## src/sv/qn_isqrt.sv

```systemverilog
// Pipelined integer square root (floor), one root bit per register stage.
// Standalone; used by quaternion_normalizer.
`default_nettype none
module qn_isqrt #(
	parameter int IN_BITS = 32
) (
	input  wire logic                 clk,
	input  wire logic                 en,
	input  wire logic [2*IN_BITS+1:0] rad,
	output logic      [IN_BITS:0]     root
);

	localparam int SW = 2 * IN_BITS + 2;
	localparam int NW = IN_BITS + 1;

	logic [SW-1:0] rem_s  [0:NW];
	logic [NW-1:0] root_s [0:NW];

	assign rem_s[0]  = rad;
	assign root_s[0] = '0;

	for (genvar j = 0; j < NW; j++) begin : g_stage
		localparam int K = NW - 1 - j;
		logic [SW-1:0] trial;
		logic          take;

		always_comb begin
			trial = (SW'(root_s[j]) << (K + 1)) | (SW'(1) << (2 * K));
			take  = rem_s[j] >= trial;
		end

		always_ff @(posedge clk) begin
			if (en) begin
				rem_s[j+1]  <= take ? rem_s[j] - trial : rem_s[j];
				root_s[j+1] <= take ? (root_s[j] | (NW'(1) << K)) : root_s[j];
			end
		end
	end

	assign root = root_s[NW];

endmodule
`default_nettype wire

```

## config.mk

```make
export PLATFORM = sky130hd
export DESIGN_NAME = qn_isqrt
export DESIGN_NICKNAME = d
export VERILOG_FILES = /design/src/sv/qn_isqrt.sv
export SDC_FILE = /design/constraint.sdc
export NUM_CORES = 2
export LEC_CHECK = 0
export BUFFER_PORTS_ARGS = -buffer_cell sky130_fd_sc_hd__buf_2
export CORE_ASPECT_RATIO = 1.2
export CORE_UTILIZATION = 64
export DETAILED_ROUTE_END_ITERATION = 12
export GPL_TIMING_DRIVEN = 0
export PLACE_DENSITY = 0.77
export SLEW_MARGIN = 20
export SYNTH_ARGS = -nofsm -noshare
export SYNTH_HDL_FRONTEND = slang
export SYNTH_SLANG_ARGS = --single-unit
```

## constraint.sdc

```tcl
create_clock -name clk -period 4 [get_ports clk]
set_clock_uncertainty 0.1 [all_clocks]
set_input_delay 0.2 -clock clk [delete_from_list [all_inputs] [get_ports clk]]
set_output_delay 0.2 -clock clk [all_outputs]
set_load 0.05 [all_outputs]
```

==> impl_metrics.py <==
metrics = {
    "run_status": {
        "status": "complete, but fails checks",
        "violations": "DRC, setup timing",
    },
    "worst_hold_path": {
        "hp-start": "en",
        "min_path_type": "input port to register",
    },
    "synthesis": {
        "synth.distinct_cells": 100,
        "async_reset_ff_frac": 0,
        "synth_top_area_share": 0.627,
        "yosys.area.top_type": "edfxtp_1",
        "netlist_instances": 10200,
        "synth_flop_cell": "edfxtp_1",
        "ys_warn_count": 0,
        "synth-edff-count": 2673,
        "ys_seq_area_frac": 0.627,
        "syn_area_sq_um": 128000,
        "synth_area_leaders": "edfxtp_1 (63%), ha_1 (5.8%), xnor2_1 (3.5%)",
        "syn_nets": 10800,
        "synth_seq_cells": 2673,
        "syn_avg_cell_area_sq_um": 12.6,
    },
    "global_routing": {
        "grt_pass1_vias": 85400,
        "grt_pass1_wl_um": 526000,
        "antenna_found_initial": 25,
        "track_usage": 0.348,
        "overflow": 0,
        "grt_max_degree": 164,
    },
    "worst_setup_path": {
        "crit_fanout": 10,
        "cp.arrival_ps": 4610,
        "ff2ff_setup_slack_ps": -20,
        "startpoint_type": "register",
        "critPathRequiredTime_ps": 4580,
        "path_class": "register to register",
        "worstReg2RegStart": "g_stage[9].trial[49]",
        "critPathCaptureType": "register",
        "startpoint": "g_stage[9].trial[49]",
    },
    "timing": {
        "period_share": 1.01,
        "setup_viol": 1,
        "clock.fmax_mhz": 248,
        "maxSlewHeadroom": 0.292,
        "tightest_slew_ps": 1050,
        "slew_violations": 0,
        "finalWorstSetupSlack_ps": -24.7,
        "min_period_ps": 4020,
        "timing.hold.ws_ps": 182,
        "finalHoldViolations": 0,
        "tns_ps": -24.7,
    },
    "clock_network": {
        "clk_path_buf_depth": 4,
        "cts_tree": "yes",
        "cts_root_buffer": "clkbuf_16",
        "htreeDepth": 5,
        "cts_buffers": 279,
        "cts.sinks": 2673,
        "clk_pin_slew_ps": 70,
        "clk_latency_ps": 970,
    },
    "final_layout": {
        "fin_nets": 11400,
        "drive_above_1_share": 0.0887,
        "seqCellArea_sq_um": 80300,
        "area_delta_synth_final_pct": 12.6,
        "multi_input_area_sq_um": 45500,
        "fillers": 12900,
    },
    "placement": {
        "gp_congestion": 0.992,
        "dp_hpwl_um": 252000,
        "numPortBuffers": 100,
        "pre_cts_ws_ps": -809,
    },
    "power_and_ir_drop": {
        "p_leak_nw": 54.1,
        "power_density_nw_per_um2": 580,
        "ir_drop_v": 0.000524,
        "p_total_mw": 83.5,
    },
    "drt": {
        "first_pass_iters": 10,
        "drcViolationCount": 10,
        "wl_per_cell_um": 26.3,
        "drt_iter0_markers": 10200,
        "vias": 87600,
        "drtAntennaViolNets": 0,
        "routed_wirelength_um": 356000,
        "via_per_inst": 6.47,
    },
    "floorplan": {
        "dieArea_sq_um": 202000,
        "ioPinCount": 101,
        "core-area_sq_um": 198000,
        "rows": 179,
        "die_w_um": 410,
        "start_util": 0.645,
        "die_h_um": 492,
    },
    "run": {
        "maxCapViolCount": 0,
    },
}
[area by class of cell]
type / instances / area share
antenna: 7 / 0.000122
sequential: 2673 / 0.557
clock buffer: 326 / 0.0507
buffer: 161 / 0.00514
tap: 2624 / 0.0228
timing repair buffer: 298 / 0.0190
multi-input combinational: 6588 / 0.316
inverter: 736 / 0.0192
clock inverter: 141 / 0.00981
[stage by stage]
stage	area, sq um	util	cells
finish	144000	0.726	13600
global route	144000	0.726	13500
CTS	143000	0.721	13500
detailed placement	132000	0.667	12900
global placement	132000	0.664	12900
floorplan	128000	-	10200
[kinds of logic after synthesis]
family	count (synthesis)	synth area share
AND/OR/NAND/NOR	3026	0.121
flip-flops	2673	0.627
AO/OA/AOI/OAI	1939	0.0938
XOR/XNOR	945	0.0647
buffers and inverters	930	0.0277
adder cells (fa/ha/maj)	590	0.0577
multiplexers	88	0.00769
[state kept, by name, indices dropped and copies added, names as in the netlist]
register,flops
rem_s,2112
root,33
g_stage.trial,528
[critical path, cell delays in order, from the launching register on]
cell,delay (ps)
edfxtp_1,400
inv_1,90
ha_1,370
nor4bb_1,600
nand4_1,330
nor3_2,480
a21oi_1,150
nand2_1,90
a221o_1,270
buf_1,510
o21ai_0,210
o21a_1,170
[cell usage in the layout, fill, tap and decap left out, drive strengths merged, types with 27 or more instances in the layout]
cell	Yosys	final
nand4	158	158
clkbuf	151	448
or4	66	66
nor2b	82	82
nand3b	28	28
a21o	229	229
a21oi	641	641
bufinv	0	27
or3	114	114
clkinv	1	101
nor3	274	274
nand2	694	694
nand3	151	151
o31ai	52	52
xor2	431	431
inv	735	738
dlygate4sd3	0	134
o21ai	494	494
buf	43	203
o21a	110	110
xnor2	514	514
ha	590	590
and2	45	45
nand2b	112	112
o21bai	58	58
nor4b	50	50
mux2	82	82
a31oi	52	52
and3	56	56
a211oi	51	51
nor4	354	354
nor2	700	700
edfxtp	2673	2673
or2	41	41
[routing by layer]
metal,share of wire,wire length (um),up-vias,GRT usage
met5,0.00030,108,-,0
met4,0.051,18300,18,0.156
met3,0.079,28100,1034,0.0552
met2,0.49,174000,4627,0.585
met1,0.38,136000,42800,0.446
li1,-,-,39200,-
[worst paths after layout]
kind	depth (start not counted)	to
max reg2reg	11	rem_s[1567]
max	11	rem_s[1567]
min reg2reg	0	g_stage[13].trial[43]
min	2	rem_s[1050]
[power breakdown]
group | internal (mW) | leakage (nW) | total (mW) | switching (mW)
Combinational | 7.40 | 24.1 | 18.9 | 11.5
Clock | 14.8 | 4.26 | 25.7 | 10.9
Sequential | 35.6 | 25.7 | 38.9 | 3.30
[synth_stat cells, types with 21 or more instances]
| library cell | instances |
|---|---|
| o21bai_1 | 58 |
| a21oi_1 | 640 |
| a21o_1 | 229 |
| a211oi_1 | 50 |
| and2_1 | 42 |
| or4_1 | 64 |
| o21a_1 | 110 |
| o211ai_1 | 24 |
| clkbuf_1 | 151 |
| nor3_1 | 273 |
| nand3b_1 | 28 |
| nand2b_1 | 111 |
| nand4_1 | 158 |
| inv_1 | 732 |
| o31ai_1 | 52 |
| nand3_1 | 151 |
| edfxtp_1 | 2673 |
| a31oi_1 | 52 |
| buf_2 | 21 |
| or2_2 | 38 |
| and3_1 | 56 |
| a211o_1 | 24 |
| nand2_1 | 693 |
| xor2_1 | 431 |
| nor4b_1 | 50 |
| o21ai_0 | 490 |
| nor2_1 | 700 |
| or3_1 | 114 |
| mux2_2 | 80 |
| xnor2_1 | 514 |
| nor4_1 | 350 |
| ha_1 | 590 |
| nand4b_1 | 26 |
| nor2b_1 | 81 |
[timing repair]
action / 4_1_cts / 5_1_grt
setup buffers: 14 / 31
endpoints found under the hold margin: 255 / 0
hold buffers: 134 / 0
endpoints found under the setup margin: 581 / 564
pin swaps: 12 / 38
resized for setup: 156 / 192
gates cloned: 0 / 0
(Power assumes the default switching activity.)
