===== config.mk =====
export PLATFORM = sky130hd
export DESIGN_NAME = qn_div
export DESIGN_NICKNAME = d
export VERILOG_FILES = /design/src/sv/qn_div.sv
export SDC_FILE = /design/constraint.sdc
export NUM_CORES = 2
export LEC_CHECK = 0
export BUFFER_PORTS_ARGS = -buffer_cell sky130_fd_sc_hd__buf_2
export CORE_MARGIN = 5
export CORE_UTILIZATION = 50
export DETAILED_ROUTE_END_ITERATION = 7
export PLACE_DENSITY = 0.66
export SETUP_SLACK_MARGIN = 0.15
export SLEW_MARGIN = 10
export SYNTH_ARGS = -nofsm -noshare
export SYNTH_HDL_FRONTEND = slang
export SYNTH_SLANG_ARGS = --single-unit
export TNS_END_PERCENT = 1

===== constraint.sdc =====
create_clock -name clk -period 9.6 [get_ports clk]
set_clock_uncertainty 0.1 [all_clocks]
set_input_delay 1.92 -clock clk [delete_from_list [all_inputs] [get_ports clk]]
set_output_delay 1.92 -clock clk [all_outputs]
set_load 0.05 [all_outputs]

===== src/sv/qn_div.sv =====
// Pipelined restoring divider for one component, one quotient bit per stage.
// Computes (mag << OUT_FRAC_BITS) / norm for mag not above norm.
`default_nettype none
module qn_div #(
	parameter int IN_BITS       = 32,
	parameter int OUT_FRAC_BITS = 14
) (
	input  wire logic                   clk,
	input  wire logic                   en,
	input  wire logic [IN_BITS-1:0]     mag,
	input  wire logic [IN_BITS:0]       norm,
	output logic      [OUT_FRAC_BITS:0] quo
);

	localparam int NW = IN_BITS + 1;
	localparam int RW = NW + 1;
	localparam int QW = OUT_FRAC_BITS + 1;

	logic [RW-1:0] rem_s [0:QW];
	logic [NW-1:0] nrm_s [0:QW];
	logic [QW-1:0] quo_s [0:QW];

	assign rem_s[0] = RW'(mag);
	assign nrm_s[0] = norm;
	assign quo_s[0] = '0;

	for (genvar j = 0; j < QW; j++) begin : g_stage
		logic [RW-1:0] part;
		logic          take;

		always_comb begin
			if (j == 0) begin
				part = rem_s[j];
			end else begin
				part = {rem_s[j][RW-2:0], 1'b0};
			end
			take = part >= RW'(nrm_s[j]);
		end

		always_ff @(posedge clk) begin
			if (en) begin
				rem_s[j+1] <= take ? part - RW'(nrm_s[j]) : part;
				nrm_s[j+1] <= nrm_s[j];
				quo_s[j+1] <= {quo_s[j][QW-2:0], take};
			end
		end
	end

	assign quo = quo_s[QW];

endmodule
`default_nettype wire

==> reports/qor_table.md <==
| Metric | Value | Unit |
|:---|:---|:---|
| Total clock buffers created by CTS | 115 | - |
| Biggest cell delay along the critical path | 0.97 | ns |
| R2R Setup Slk | 4.88 | ns |
| Area Overhead vs Synth | 8.760 | % |
| Routed WL | 134,600 | um |
| Multi-input gate area | 29,260 | um2 |
| Number of top-level pins | 82 | - |
| Timing-limited maximum frequency | 0.1953 | GHz |
| Final critical path time including I/O delays and setup | 5.120 | ns |
| Nets in the synthesized netlist | 6,585 | - |
| Number of slew-limit violations in the final report | 0 | - |
| Category of the critical setup timing path | in2reg | - |
| Worst max-slew margin expressed relative to the limit | 19.84 | % |
| Post-synthesis sequential area ratio | 49.18 | % |
| IO buf count | 81 | - |
| Effective utilization at floorplan | 50.12 | % |
| Row count | 131 | - |
| Setup violators final | 0 | - |
| Number of cells on the worst hold path | 0 | - |
| Primary flip-flop cell chosen by synthesis mapping | edfxtp_1 | - |
| Kind of start point of the critical path | primary input | - |
| Portion of total power attributed to sequential cells | 32.9 | % |
| Pin count of the biggest net entering global routing | 177 | - |
| Die Footprint | 134,700 | um2 |
| ANT nets after route | 0 | - |
| CP Max Fanout | 58 | - |
| DRT Pass-1 Iters | 5 | - |
| Clock tree root driver cell | clkbuf_16 | - |
| Part of the cycle the worst path needs | 53.33 | % |
| Crit path required time | 9.94 | ns |
| Y dimension of the die | 367.1 | um |
| Number of instances resized during post-cts repair | 0 | - |
| HP Class | reg2reg | - |
| Result of the run | complete, no violations | - |
| Net switching power | 8.558 | mW |
| Core footprint | 127,200 | um2 |
| Fraction of layout instances using a drive strength above 1 | 7.669 | % |
| # fillers | 10,910 | - |
| Origin of the critical flop-to-flop path | nrm_s[198] | - |
| Met2 wire length | 72,030 | um |
| Violation count after the first detailed-route iteration | 2,270 | - |
| Number of buffers between clock root and the deepest sink | 3 | - |
| Gate power share | 48.2 | % |
| Residual overflow from global routing | 0 | - |
| Via count | 44,120 | - |
| First-pass GRT wire length | 217,400 | um |
| RSZ-0062 raised after global routing | no | - |
| Most repeated cell in the gate-level netlist after synthesis | edfxtp_1 | - |
| Unique cell type count in the Yosys netlist | 99 | - |
| Overall die width | 367.1 | um |
| Reg area | 31,350 | um2 |
| Buffer count from post-CTS setup fixing | 0 | - |
| Initial antenna violation count | 0 | - |
| Met1 Wirelength | 47,820 | um |
| Post-Syn Area per Cell | 10.60 | um2 |
| Cell depth of the worst flop-to-flop path | 12 | - |
| Sw Ratio | 37.99 | % |
| Library cell with the largest summed area after synthesis | edfxtp_1 | - |
| Number of violations of the max-capacitance limit | 0 | - |
| DP Wirelength | 103,900 | um |
| Reg-to-reg endpoint | g_stage[10].part[11] | - |
| Global-route usage over all layers | 19.56 | % |
| Final RePlAce weighted congestion | 0.9183 | - |
| Mapped Cells | 6,011 | - |
| Number of nets at the end of the flow | 6,623 | - |
| Number of inserted diodes | 0 | - |
| Warnings from Yosys | 0 | - |
| Async set-reset flop share out of synthesis | 0 | % |
| Least-Margin Pin Slew | 1.191 | ns |
| Top post-synthesis cells by area | edfxtp_1 (49%), ha_1 (9.7%), a21oi_1 (4.5%), inv_1 (3.6%), a21o_1 (3.0%) | - |
| Clk_lat worst skew | 0.71 | ns |
| Worst path cell trace | buf_2 -> ha_1 -> nand4_1 -> nor4_1 -> nand3_1 -> a31oi_1 -> o21bai_4 -> buf_4 -> mux2_2 | - |
| Clock network fraction of total power | 18.9 | % |
| Number of design rule violations left after detail routing | 0 | - |
| Data arrival time at the worst-slack endpoint | 5.46 | ns |
| Max layer used | met4 | - |
| Total clock sinks | 1,044 | - |
| Average wire per cell in the routed design | 17.25 | um |
| Maximum level of the CTS H-tree | 3 | - |
| Top cell types by occurrence after synthesis | edfxtp_1 (1,044), inv_1 (604), a21oi_1 (571), ha_1 (493), nor2_1 (431) | - |
| Sort of element at the end of the critical path | register | - |
| TritonCTS clock tree | yes | - |
| Pwr/cell area | 324.9 | nW/um2 |
| CTS clk-pin slew, worst paths | 0.06 | ns |
| Internal power component | 13.97 | mW |
| Beginning of the worst hold path | quo_s[34] | - |
| CTS Hold Bufs | 0 | - |
| Post-synth EDFFs | 1,044 | - |
| Metal3 WL | 4261 | um |
| Area share of the largest cell type after synthesis | 49.18 | % |
| Total Neg Setup Slack | 0 | ns |
| DR vias/cell | 5.653 | - |
| Worst hold endpoint | quo_s[20] | - |
| Number of global-route vias before repair | 44,740 | - |
| Core utilization of the finished layout | 54.51 | % |
| Area of the mapped netlist | 63,740 | um2 |
| Leakage power of the design | 28.60 | nW |
| Hold violation count in the final report | 0 | - |
| IR Drop Worst-Case VDD | 0.1714 | mV |
| Critical-path top delay cell | nor4_1 | - |
| Number of register bits inferred by synthesis | 1,044 | - |
==> how the worst max path moves through the flow <==
stage / to / cells after the start / slack [ns] / startpoint
after global placement: g_stage[1].part[7] / 10 / 3.95 / norm[21]
final: g_stage[1].part[21] / 9 / 4.48 / mag[21]
after global routing: g_stage[1].part[21] / 10 / 4.60 / norm[21]
after CTS: g_stage[1].part[21] / 9 / 4.67 / mag[21]
after detailed placement: g_stage[1].part[21] / 9 / 3.90 / mag[21]
after floorplan: g_stage[1].part[31] / 12 / 4.87 / mag[0]
==> critical path, delay by kind of cell <==
kind / cells / cell delay, ns
and+or+nand+nor: 3 / 1.47
buffers and inverters: 2 / 0.62
adders and majority gates: 1 / 0.55
AOI/OAI and AO/OA: 2 / 0.44
muxes: 1 / 0.42
==> kinds of logic after synthesis <==
kind of cell / count (synthesis) / share of synthesized area, %
AND/OR/NAND/NOR: 1384 / 10.16
multiplexers: 178 / 3.276
XOR/XNOR: 383 / 5.262
buffers and inverters: 799 / 5.048
AO/OA/AOI/OAI: 1716 / 16.95
flip-flops: 1044 / 49.18
adder cells (fa/ha/maj): 507 / 10.12
==> flip-flops by register name, indices dropped and copies added (netlist names) <==
signal        cells
quo_s           105
nrm_s           462
g_stage.part    462
quo              15
==> layout by cell type, fill, tap and decap left out, types with 21 or more instances in the layout <==
cell type / netlist / routed
a211oi_1: 50 / 50
a21o_1: 255 / 255
a21oi_1: 571 / 571
a31oi_1: 63 / 62
and2_1: 36 / 35
and3_1: 32 / 32
buf_2: 26 / 80
buf_4: 17 / 30
clkbuf_16: 0 / 117
clkinv_1: 2 / 27
clkinv_2: 0 / 30
edfxtp_1: 1044 / 1044
ha_1: 493 / 493
inv_1: 604 / 604
mux2_1: 29 / 29
mux2_2: 112 / 112
mux2_4: 26 / 26
nand2_1: 409 / 409
nand2b_1: 77 / 77
nand3_1: 91 / 91
nand4_1: 83 / 83
nor2_1: 431 / 431
nor2b_1: 57 / 57
nor3_1: 66 / 66
nor4_1: 21 / 21
o211ai_1: 33 / 33
o21a_1: 71 / 71
o21ai_0: 364 / 364
o21bai_1: 40 / 39
o31ai_1: 33 / 33
xnor2_1: 218 / 218
xor2_1: 165 / 165
==> power by group through the flow <==
stage	combinational [mW]	clock [mW]	sequential [mW]
after global placement	10.6	0	7.47
final	10.9	4.26	7.40
after detailed placement	10.7	0	7.48
after global routing	12.1	4.58	7.53
after floorplan	8.51	0	7.26
after CTS	10.8	4.38	7.40
==> layout make-up <==
| type | count | share of cell area, % |
|---|---|---|
| clock buffers | 133 | 4.310 |
| clock inverters | 77 | 0.9800 |
| inverters | 606 | 3.281 |
| multi-input cells | 4168 | 42.20 |
| flip-flops and latches | 1044 | 45.22 |
| well taps | 1662 | 2.999 |
| repair buffers | 114 | 1.011 |
==> through the flow <==
stage	hold slack [ns]	instance area (um2)	setup slack (ns)	std cells	power (mW)
floorplan	0.3003	63740	4.870	6011	15.76
global placement	0.3006	65660	3.951	7594	18.03
detailed placement	0.3045	65660	3.897	7594	18.21
CTS	0.3120	69330	4.668	7804	22.58
global route	0.3212	69330	4.597	7804	24.16
finish	0.3117	69330	4.480	7804	22.53
==> metal layers <==
| layer | vias to the layer above | track usage, % |
|---|---|---|
| li1 | 22090 | - |
| met1 | 20520 | 18.74 |
| met2 | 1035 | 38.35 |
| met3 | 477 | 2.464 |
| met4 | 0 | 13.59 |
| met5 | - | 0 |
(Power assumes the default switching activity.)
